`config.mk`:
```
export PLATFORM = sky130hd
export DESIGN_NAME = tick_synced_gate_with_ramp
export DESIGN_NICKNAME = d
export VERILOG_FILES = /design/src/design/tsg_pkg.sv /design/src/design/tsg_ctrl.sv /design/src/design/tsg_lane.sv /design/src/design/tick_synced_gate_with_ramp.sv
export VERILOG_INCLUDE_DIRS = /design/src /design/src/design
export SDC_FILE = /design/constraint.sdc
export NUM_CORES = 2
export LEC_CHECK = 0
export BUFFER_PORTS_ARGS = -buffer_cell sky130_fd_sc_hd__buf_2
export CAP_MARGIN = 10
export CORE_UTILIZATION = 54
export CTS_BUF_LIST = sky130_fd_sc_hd__clkbuf_4 sky130_fd_sc_hd__clkbuf_8
export CTS_CLUSTER_SIZE = 20
export DETAILED_ROUTE_END_ITERATION = 10
export GPL_TIMING_DRIVEN = 1
export PLACE_DENSITY_LB_ADDON = 0.12
export SYNTH_ARGS = -nofsm -noshare
export SYNTH_HDL_FRONTEND = slang
export SYNTH_SLANG_ARGS = --single-unit
```
`constraint.sdc`:
```
create_clock -name clk -period 6.7 [get_ports clk]
set_input_delay 1.675 -clock clk [delete_from_list [all_inputs] [get_ports clk]]
set_output_delay 1.675 -clock clk [all_outputs]
set_load 0.1 [all_outputs]
```
`src/design/tick_synced_gate_with_ramp_macros.svh`:
```
// Assertion macros shared by the gate design modules.
// Each macro wraps one clocked concurrent assertion with a reset disable.
`ifndef TICK_SYNCED_GATE_WITH_RAMP_MACROS_SVH
`define TICK_SYNCED_GATE_WITH_RAMP_MACROS_SVH

// Property holds at every edge outside reset.
`define TSG_ASSERT(label, clk, rst, prop) \
  label: assert property (@(posedge clk) disable iff (rst) (prop)) \
    else $error("tsg assertion failed");

// Antecedent at one edge implies consequent at the next edge.
`define TSG_ASSERT_NEXT(label, clk, rst, ante, cons) \
  label: assert property (@(posedge clk) disable iff (rst) (ante) |=> (cons)) \
    else $error("tsg assertion failed");

`endif

```
`src/design/tsg_pkg.sv`:
```
// Shared types and constants for the tick synced gate.
// No dependencies; imported by every gate module.
`timescale 1ns / 1ps
`default_nettype none

package tsg_pkg;

  localparam int SAMPLE_BITS = 24;
  localparam int CFG_BITS    = 16;
  localparam int COUNT_BITS  = 17;

  localparam logic [CFG_BITS-1:0] GATE_LENGTH_RESET = 16'd2048;
  localparam logic [CFG_BITS-1:0] SLOPE_STEP_RESET  = 16'd4096;

  // Register index, taken from paddr[2]
  localparam logic REG_GATE_LENGTH = 1'b0;
  localparam logic REG_SLOPE_STEP  = 1'b1;

  localparam logic FUNC_SAMPLE = 1'b0;
  localparam logic FUNC_TICK   = 1'b1;

  typedef enum logic [1:0] {
    MODE_PASS,
    MODE_ZERO,
    MODE_SCALE
  } mode_t;

  typedef struct packed {
    logic                          func;
    logic signed [SAMPLE_BITS-1:0] left_in;
    logic signed [SAMPLE_BITS-1:0] right_in;
  } in_t;

  typedef struct packed {
    logic signed [SAMPLE_BITS-1:0] left_out;
    logic signed [SAMPLE_BITS-1:0] right_out;
  } out_t;

endpackage

`default_nettype wire

```
`src/design/tsg_ctrl.sv`:
```
// Gate controller: sample counter, mute/ramp flags and gain ramp.
// Picks the per-sample mode for the lanes; uses tsg_pkg and the macro header.
`timescale 1ns / 1ps
`default_nettype none
`include "tick_synced_gate_with_ramp_macros.svh"

module tsg_ctrl import tsg_pkg::*; #(
  parameter int GAIN_FRAC_BITS = 16
) (
  input  wire logic                              clk,
  input  wire logic                              rst,
  input  wire logic                              sample_en,
  input  wire logic                              tick_en,
  input  wire logic [CFG_BITS-1:0]               gate_length,
  input  wire logic [CFG_BITS-1:0]               slope_step,
  output mode_t                                  mode,
  output logic      [GAIN_FRAC_BITS+1:0]         gain
);

  localparam int GW    = GAIN_FRAC_BITS + 2;
  localparam int SH_UP = (GAIN_FRAC_BITS >= 16) ? GAIN_FRAC_BITS - 16 : 0;
  localparam int SH_DN = (GAIN_FRAC_BITS < 16) ? 16 - GAIN_FRAC_BITS : 0;
  localparam logic [GW-1:0] GAIN_ONE = GW'(1) << GAIN_FRAC_BITS;
  localparam logic [GW-1:0] GAIN_HI  = GW'(((64'd99 << GAIN_FRAC_BITS) + 64'd50) / 64'd100);
  localparam logic [GW-1:0] GAIN_LO  = GW'(((64'd1 << GAIN_FRAC_BITS) + 64'd50) / 64'd100);

  logic [COUNT_BITS-1:0] sample_count;
  logic [COUNT_BITS-1:0] sample_count_next;
  logic                  is_muted;
  logic                  is_muted_next;
  logic                  is_ramping;
  logic                  is_ramping_next;
  logic [GW-1:0]         gain_next;
  logic [GW-1:0]         step;
  logic [GW-1:0]         gain_up;
  logic [GW-1:0]         gain_dn;
  logic                  closing;

  assign step    = GW'(slope_step >> SH_DN) << SH_UP;
  assign gain_up = gain + step;
  assign gain_dn = (gain > step) ? gain - step : '0;
  assign closing = ({1'b0, sample_count} + 1'b1) == (COUNT_BITS + 1)'(gate_length);

  always_comb begin
    mode              = MODE_PASS;
    gain_next         = gain;
    is_muted_next     = is_muted;
    is_ramping_next   = is_ramping;
    sample_count_next = sample_count;
    if (tick_en) begin
      sample_count_next = '0;
      if (is_muted) begin
        is_muted_next   = 1'b0;
        is_ramping_next = 1'b1;
      end
    end else if (sample_en) begin
      if (sample_count != '1) begin
        sample_count_next = sample_count + 1'b1;
      end
      if (closing) begin
        // Finish an open up ramp on this sample, then start ramping down
        if (is_ramping && gain < GAIN_HI) begin
          mode      = MODE_SCALE;
          gain_next = gain_up;
        end
        is_muted_next   = 1'b1;
        is_ramping_next = !(gain_next <= GAIN_LO);
      end else if (!is_ramping) begin
        mode = is_muted ? MODE_ZERO : MODE_PASS;
      end else if (is_muted) begin
        if (gain > GAIN_LO) begin
          mode      = MODE_SCALE;
          gain_next = gain_dn;
        end else begin
          mode = MODE_ZERO;
        end
        is_ramping_next = !(gain_next <= GAIN_LO);
      end else begin
        if (gain < GAIN_HI) begin
          mode      = MODE_SCALE;
          gain_next = gain_up;
        end
        is_ramping_next = !(gain_next >= GAIN_HI);
      end
    end
  end

  always_ff @(posedge clk) begin
    if (rst) begin
      sample_count <= '0;
      gain         <= GAIN_ONE;
      is_muted     <= 1'b0;
      is_ramping   <= 1'b0;
    end else begin
      sample_count <= sample_count_next;
      gain         <= gain_next;
      is_muted     <= is_muted_next;
      is_ramping   <= is_ramping_next;
    end
  end

  `TSG_ASSERT(a_gain_below_two, clk, rst, gain < (GAIN_ONE << 1))
  `TSG_ASSERT(a_closed_gain_low, clk, rst, !(is_muted && !is_ramping) || gain <= GAIN_LO)
  `TSG_ASSERT_NEXT(a_tick_clears_count, clk, rst, tick_en, sample_count == '0)

endmodule

`default_nettype wire

```
`src/design/tsg_lane.sv`:
```
// One channel lane: registered gain multiply, round half up, saturate.
// Selects scaled, passed or zero sample by mode; uses tsg_pkg.
`timescale 1ns / 1ps
`default_nettype none

module tsg_lane import tsg_pkg::*; #(
  parameter int GAIN_FRAC_BITS = 16
) (
  input  wire logic                          clk,
  input  wire logic                          en,
  input  wire logic signed [SAMPLE_BITS-1:0] sample,
  input  wire logic [GAIN_FRAC_BITS+1:0]     gain,
  input  wire mode_t                         mode,
  output logic signed [SAMPLE_BITS-1:0]      result
);

  localparam int GW = GAIN_FRAC_BITS + 2;
  localparam int PW = SAMPLE_BITS + GW + 1;
  localparam int RW = PW - GAIN_FRAC_BITS;
  localparam logic [PW-1:0] RND = PW'(1) << (GAIN_FRAC_BITS - 1);
  localparam logic signed [SAMPLE_BITS-1:0] S_MAX = {1'b0, {(SAMPLE_BITS-1){1'b1}}};
  localparam logic signed [SAMPLE_BITS-1:0] S_MIN = {1'b1, {(SAMPLE_BITS-1){1'b0}}};

  logic signed [PW-1:0]          prod;
  logic signed [PW-1:0]          rounded;
  logic signed [RW-1:0]          shifted;
  logic [RW-SAMPLE_BITS:0]       top_bits;
  logic signed [SAMPLE_BITS-1:0] sample_q;
  logic signed [SAMPLE_BITS-1:0] scaled;
  mode_t                         mode_q;

  always_ff @(posedge clk) begin
    if (en) begin
      prod     <= PW'(sample) * PW'($signed({1'b0, gain}));
      sample_q <= sample;
      mode_q   <= mode;
    end
  end

  assign rounded  = prod + $signed(RND);
  assign shifted  = rounded[PW-1:GAIN_FRAC_BITS];
  assign top_bits = shifted[RW-1:SAMPLE_BITS-1];

  always_comb begin
    if (&top_bits || ~|top_bits) begin
      scaled = shifted[SAMPLE_BITS-1:0];
    end else begin
      scaled = shifted[RW-1] ? S_MIN : S_MAX;
    end
  end

  always_comb begin
    case (mode_q)
      MODE_SCALE: result = scaled;
      MODE_ZERO:  result = '0;
      default:    result = sample_q;
    endcase
  end

endmodule

`default_nettype wire

```
`src/design/tick_synced_gate_with_ramp.sv`:
```
// A sample beat goes through the stage-1, lane product and output registers to out_*.
// One beat per cycle unless out_ready stalls; ticks update control, no output.
// The gain ramp update is a registered loop in the controller; the multiply
// is registered in each lane, and the output register merges both lanes.
// Reset (rst, synchronous): pipeline empty, gain at unity, gate open,
// gate_length 2048, slope_step 4096.
`timescale 1ns / 1ps
`default_nettype none
`include "tick_synced_gate_with_ramp_macros.svh"

module tick_synced_gate_with_ramp import tsg_pkg::*; #(
  parameter int GAIN_FRAC_BITS = 16
) (
  input  wire logic        clk,
  input  wire logic        rst,
  input  wire logic        psel,
  input  wire logic        penable,
  input  wire logic        pwrite,
  input  wire logic [2:0]  paddr,
  input  wire logic [31:0] pwdata,
  output logic      [31:0] prdata,
  output logic             pready,
  input  wire logic        in_valid,
  output logic             in_ready,
  input  wire in_t         in_data,
  output logic             out_valid,
  input  wire logic        out_ready,
  output out_t             out_data
);

  localparam int GW = GAIN_FRAC_BITS + 2;

  logic [CFG_BITS-1:0] gate_length;
  logic [CFG_BITS-1:0] slope_step;
  logic                cfg_wr;

  logic                in_beat;
  logic                en1;
  logic                en2;
  logic                en3;
  logic                v1;
  logic                v2;

  mode_t               mode;
  logic [GW-1:0]       gain;

  mode_t                         mode1;
  logic [GW-1:0]                 gain1;
  logic signed [SAMPLE_BITS-1:0] left1;
  logic signed [SAMPLE_BITS-1:0] right1;
  logic signed [SAMPLE_BITS-1:0] left_res;
  logic signed [SAMPLE_BITS-1:0] right_res;

  // Configuration port
  assign pready = 1'b1;
  assign cfg_wr = psel && penable && pwrite;

  always_ff @(posedge clk) begin
    if (rst) begin
      gate_length <= GATE_LENGTH_RESET;
      slope_step  <= SLOPE_STEP_RESET;
    end else if (cfg_wr) begin
      unique case (paddr[2])
        REG_GATE_LENGTH: gate_length <= pwdata[CFG_BITS-1:0];
        REG_SLOPE_STEP:  slope_step  <= pwdata[CFG_BITS-1:0];
        default: ;
      endcase
    end
  end

  always_comb begin
    unique case (paddr[2])
      REG_GATE_LENGTH: prdata = {{(32-CFG_BITS){1'b0}}, gate_length};
      REG_SLOPE_STEP:  prdata = {{(32-CFG_BITS){1'b0}}, slope_step};
      default:         prdata = '0;
    endcase
  end

  // Each stage loads when it is empty or the stage after it moves
  assign en3      = !out_valid || out_ready;
  assign en2      = !v2 || en3;
  assign en1      = !v1 || en2;
  assign in_ready = en1;
  assign in_beat  = in_valid && in_ready;

  tsg_ctrl #(
    .GAIN_FRAC_BITS(GAIN_FRAC_BITS)
  ) u_ctrl (
    .clk        (clk),
    .rst        (rst),
    .sample_en  (in_beat && in_data.func == FUNC_SAMPLE),
    .tick_en    (in_beat && in_data.func == FUNC_TICK),
    .gate_length(gate_length),
    .slope_step (slope_step),
    .mode       (mode),
    .gain       (gain)
  );

  always_ff @(posedge clk) begin
    if (en1) begin
      mode1  <= mode;
      gain1  <= gain;
      left1  <= in_data.left_in;
      right1 <= in_data.right_in;
    end
  end

  tsg_lane #(
    .GAIN_FRAC_BITS(GAIN_FRAC_BITS)
  ) u_lane_left (
    .clk   (clk),
    .en    (en2),
    .sample(left1),
    .gain  (gain1),
    .mode  (mode1),
    .result(left_res)
  );

  tsg_lane #(
    .GAIN_FRAC_BITS(GAIN_FRAC_BITS)
  ) u_lane_right (
    .clk   (clk),
    .en    (en2),
    .sample(right1),
    .gain  (gain1),
    .mode  (mode1),
    .result(right_res)
  );

  // Merge both lanes into the output beat
  always_ff @(posedge clk) begin
    if (en3) begin
      out_data.left_out  <= left_res;
      out_data.right_out <= right_res;
    end
  end

  always_ff @(posedge clk) begin
    if (rst) begin
      v1        <= 1'b0;
      v2        <= 1'b0;
      out_valid <= 1'b0;
    end else begin
      if (en1) begin
        v1 <= in_beat && in_data.func == FUNC_SAMPLE;
      end
      if (en2) begin
        v2 <= v1;
      end
      if (en3) begin
        out_valid <= v2;
      end
    end
  end

  `TSG_ASSERT_NEXT(a_sample_enters, clk, rst, in_beat && in_data.func == FUNC_SAMPLE, v1)
  `TSG_ASSERT_NEXT(a_tick_no_result, clk, rst, in_beat && in_data.func == FUNC_TICK, !v1)
  `TSG_ASSERT(a_out_from_stage2, clk, rst, !$rose(out_valid) || $past(v2))

endmodule

`default_nettype wire
```
## After elaboration in Yosys (flattened, before gate mapping)

Cells that the tools add are included.

- Bits in registers: 324
- Bits of input ports: 91
- Output and inout bits: 83
- Logic and storage cells: 116

- Add/subtract/negate cells: 6
- $mul: 2
- Magnitude comparators: 6
- Equal/unequal tests: 5
- Muxes and demuxes: 40
- Bitwise logic cells: 4
- Reductions and logical operators: 33

Operator list:

| operator | count |
|---|---|
| two-way mux 18 bit | 20 |
| two-way mux 24 bit | 4 |
| one-hot mux 24 bit (2 select lines) | 2 |
| adder 43 x 17 -> 43 bit, second input constant | 2 |
| multiplier 24 x 19 -> 43 bit | 2 |
| one-hot mux 32 bit (2 select lines) | 1 |
| less-or-equal comparator 18 x 10 -> 1 bit, second input constant | 2 |
| adder 17 x 1 -> 18 bit, second input constant | 1 |
| adder 18 x 16 -> 18 bit | 1 |
| equality test 18 x 16 -> 1 bit | 1 |
| greater-or-equal comparator 18 x 16 -> 1 bit, second input constant | 1 |
| > comparator 18 x 10 -> 1 bit, second input constant | 1 |
| > comparator 18 x 16 -> 1 bit | 1 |
| less-than comparator 18 x 16 -> 1 bit, second input constant | 1 |
| subtractor 18 x 16 -> 18 bit | 1 |
| adder 17 x 1 -> 17 bit, second input constant | 1 |
| != test 17 bit, second input constant | 1 |
| two-way mux 2 bit | 6 |
| AND reduction 2 bit | 5 |
| logical NOT 1 bit | 8 |
| AND reduction 4 bit | 2 |
| OR reduction 4 bit | 2 |
| two-way mux 1 bit | 7 |
| logical AND 1 bit | 6 |
| other kinds (8) | 17 |

## Longest topological paths before layout

- Word-level depth: 15
- Depth in mapped cells: 26
- Depth with buffers taken out: 24

## Hierarchy

A second synthesis with hierarchy kept.

- Cell total of the unflattened synthesis: 4835
- Area, all modules: 46498.3 sq um

Modules (own cells, without submodules):

| module | times used | cells each | area an instance (sq um) |
|---|---|---|---|
| tsg_lane at u_lane_right | 1 | 1950 | 18235.0 |
| tsg_lane at u_lane_left | 1 | 1887 | 17892.2 |
| tick_synced_gate_with_ramp | 1 | 294 | 5317.6 |
| tsg_ctrl | 1 | 704 | 5053.6 |

## Worst setup path after synthesis

Ideal clock, no wire load.

- Path type: flip-flop to flip-flop
- Start: reg left1[23]
- End: reg u_lane_left.prod[41] (data pin)
- Library setup time: 0.278 ns
- Data arrival time: 6.365 ns
- Setup slack: 0.057 ns
- Stages on the path, launching flop included: 23
- Path buffers: 2
- Cells stage by stage: edfxtp_1 clkbuf_1 clkbuf_1 nand2_1 fa_1 fa_1 fa_1 inv_1 fa_1 fa_1 inv_1 fa_1 inv_1 ha_1 a21o_1 a21oi_1 o21bai_1 a2111oi_0 nor3_1 a21oi_1 o21a_1 o21a_1 o311ai_0

- Longest elaborated chain between the ends: 1

RTL lines:

| what | RTL line | RTL |
|---|---|---|
| start: declaration | tick_synced_gate_with_ramp.sv:49 | `logic signed [SAMPLE_BITS-1:0] left1;` |
| start signal: assignment | tick_synced_gate_with_ramp.sv:103 | `left1 <= in_data.left_in;` |
| multiplier 24 x 19 -> 43 bit | tsg_lane.sv:34 | `prod <= PW'(sample) * PW'($signed({1'b0, gain}));` |
| end signal: assignment | tsg_lane.sv:34 |  |
| end: declaration | tsg_lane.sv:24 | `logic signed [PW-1:0] prod;` |

Every way passes these cells.
A chain may end at the register's enable or synchronous reset.

## Worst setup path in the final report

- Start: reg gain1[2]
- End: reg u_lane_right.prod[42] (data pin)

- Longest elaborated chain between the ends: 1

RTL lines:

| what | RTL line | RTL |
|---|---|---|
| start: declaration | tick_synced_gate_with_ramp.sv:48 | `logic [GW-1:0] gain1;` |
| start signal: assignment | tick_synced_gate_with_ramp.sv:102 | `gain1 <= gain;` |
| multiplier 24 x 19 -> 43 bit | tsg_lane.sv:34 |  |
| end signal: assignment | tsg_lane.sv:34 |  |
| end: declaration | tsg_lane.sv:24 |  |

Every way passes these cells.

==> results_dict.tcl <==
set metrics [dict create \
    hold_buffers 0 \
    dr_total_vias 32140 \
    cts_tree "done" \
    peakVddDrop_uv 133.0 \
    cp-end-kind "register" \
    drt_iter0_drc 1680 \
    synth_cells 4731 \
    finalWirelength_um 109200 \
    synth.avg_cell_area_sq_um 9.556 \
    crit_start "gain1[2]$_DFFE_PN_" \
    hold_viol 0 \
    tightestPinTransition_ns 1.182 \
    syn_area_sq_mm 0.04521 \
    fin_cells 6052 \
    setup_viol 0 \
    grt_pass1_wl_um 177600 \
    grt_antenna_before_repair 7 \
    finClkSkew_ns 0.07716 \
    pin_count 174 \
    ys_types 84 \
    grt_max_degree 56 \
    dieWidth_um 291.4 \
    fin_setup_tns_ns 0 \
    synth_warnings 0 \
    async_flop_share 0 \
    fmax_ghz 0.1527 \
    yosysMostFrequentCell "inv_1" \
    clock_sinks 294 \
    rows 105 \
    place_inst 5926 \
    clk_latency_ns 0.69 \
    p_leak_uw 0.02431 \
    start_kind "register" \
    firstDrtPassIters 5 \
    hp-class "reg -> reg" \
    place_area_sq_mm 0.04819 \
    wl_per_cell_um 18.04 \
    synth_flop_cell "edfxtp_1" \
    cts_buffers 54 \
    dpl.hpwl_um 87520 \
    drc_errors 0 \
    drv_cap 0 \
    slew_headroom 0.2091 \
    dieArea_sq_mm 0.08488 \
    ys_top_cells_by_count "inv_1 (1040), fa_1 (858), nand2_1 (543), and2_1 (511), ha_1 (251)" \
    regToRegStartpoint "gain1[2]$_DFFE_PN_" \
    synth_edf_count 222 \
    grt_pass1_vias 33770 \
    powerDensity_mw_per_mm2 123.7 \
    area_delta_synth_final_pct 10.44 \
    post-route-util 0.6052 \
    status "finished clean" \
    ant_nets 0 \
    synth.yosys.seq_area_share 0.1793 \
    yosys.area.top_type "fa_1" \
    fin_crit_sh 0.9772 \
    die_height_um 291.4 \
    path_common_cell "fa_1" \
    grt-ovfl-total 0 \
    critPathMaxStageDelay_ns 0.55 \
    worst-endpoint-arrival_ns 7.05 \
    final_area_sq_mm 0.04993 \
    place_congestion 0.9230 \
    start_util 0.5480 \
    min_from "mode1[1]$_SDFFCE_PP0N_" \
    htreeDepth 2 \
    grt_usage 0.2660 \
    synth_top_area_frac 0.3799 \
    crit_type "reg -> reg" \
    portBuffers 138 \
    cts_max_path_buffers 3 \
    viasPerCell 5.311 \
    nNetsFinal 6135 \
    clock-root-buffer "clkbuf_8" \
    rsz0062_at_grt "true" \
    clk_pin_slew_ns 0.07 \
    drive_gt1_frac 0.1062 \
    period_needed_ns 6.548 \
    path_max_fanout 5 \
    report.final.slew_viol_count 0 \
    coreArea_sq_mm 0.08250 \
    ys_ff_latch 294 \
    ys_top_cells_by_area "fa_1 (38%), edfxtp_1 (15%), inv_1 (8.6%)" \
    slowest_stage "fa_1" \
    worstPathRequired_ns 7.20 \
]
-- path summary, 6_finish.rpt --
kind / endpoint / slack (ns) / cells past startpoint
hold reg to reg: u_lane_left.mode_q[1]$_DFFE_PP_ / 0.42 / 0
hold / removal: u_lane_left.mode_q[1]$_DFFE_PP_ / 0.42 / 0
setup / recovery: u_lane_right.prod[42]$_DFFE_PP_ / 0.15 / 25
setup reg to reg: u_lane_right.prod[42]$_DFFE_PP_ / 0.15 / 25
-- area by class of cell --
type | count | area (sq um)
multi-input combinational | 3193 | 32600
antenna | 2 | 5.005
clock buffer | 70 | 869.6
tap | 1070 | 1339
timing repair buffer | 352 | 2786
inverter | 1040 | 3904
clock inverter | 31 | 316.6
fill | 7263 | 32580
sequential | 294 | 8108
-- power by group --
group	switching, uW	leakage, uW	internal [uW]
sequential	189	0.00296	2180
combinational	1130	0.0207	743
clock	844	0.000615	1090
total	2160	0.0243	4010
-- worst max-delay path, delay by kind of cell (launching register included) --
kind,cells,cell delay [ns]
AND/OR/NAND/NOR,2,0.22
AO/OA/AOI/OAI,8,1.63
adder cells (fa/ha/maj),7,3.37
flip-flops,1,0.40
buffers and inverters,8,0.75
-- what timing repair did --
action	in CTS	in global routing
resized for setup	0	61
setup buffers	0	18
endpoints found under the setup margin	0	32
-- metrics by stage --
stage | hold slack (ns) | total power (uW) | worst slack, ns
after floorplan | 0.4003 | 3720 | 0.05699
after global placement | 0.4031 | 4217 | 0.05911
final | 0.4156 | 6178 | 0.1525
after global routing | 0.4205 | 6564 | -0.1063
after CTS | 0.4193 | 6200 | 0.02598
after detailed placement | 0.4045 | 4256 | 0.06402
-- flip-flops by register name, indices dropped and copies added, names as in the netlist, 2 cells and up --
signal and count:
mode1 2, left1 24, u_lane_left.prod 28, u_lane_right.sample_q 24, gain1 18, u_lane_left.mode_q 2, gate_length 16, slope_step 16
u_ctrl.gain 18, u_lane_left.sample_q 24, u_ctrl.sample_count 17, out_data 48, right1 24, u_lane_right.prod 28
-- placed cells by master (no fill, tap or decap), drive strengths merged, types with 11 or more instances in the layout --
cell type,count
a21oi,121
o21a,18
nand3,53
nor4,15
and3,31
nor2b,22
o21bai,11
fa,858
conb,17
nor2,149
inv,1041
a31oi,14
nand4,35
nand2,543
clkbuf,75
a22o,25
mux2,17
nor3,36
or3,19
o21ai,70
ha,251
a221oi,12
edfxtp,222
buf,347
clkinv,21
o211ai,20
dfxtp,72
nand2b,16
and2,511
xnor2,105
xor2,59
a211oi,12
a21o,24
-- per-layer routing --
layer / up-vias / share of wire / track usage / routed length, um
li1: 14850 / - / - / -
met1: 16380 / 0.42 / 0.3530 / 46070
met2: 754 / 0.50 / 0.4589 / 54320
met3: 152 / 0.049 / 0.02764 / 5326
met4: 10 / 0.031 / 0.08395 / 3403
met5: - / 0.00063 / 0 / 69
-- logic make-up (layout without fill, tap and decap cells) --
logic type	after synthesis	after routing	synth area share
adder cells (fa/ha/maj)	1109	1109	0.4494
multiplexers	27	27	0.006448
AND/OR/NAND/NOR	1460	1460	0.1638
AO/OA/AOI/OAI	416	416	0.06249
buffers and inverters	1259	1493	0.1067
XOR/XNOR	164	164	0.03177
other	2	19	0.0001661
flip-flops	294	294	0.1793
No activity file was read; power rests on OpenSTA's default activity.
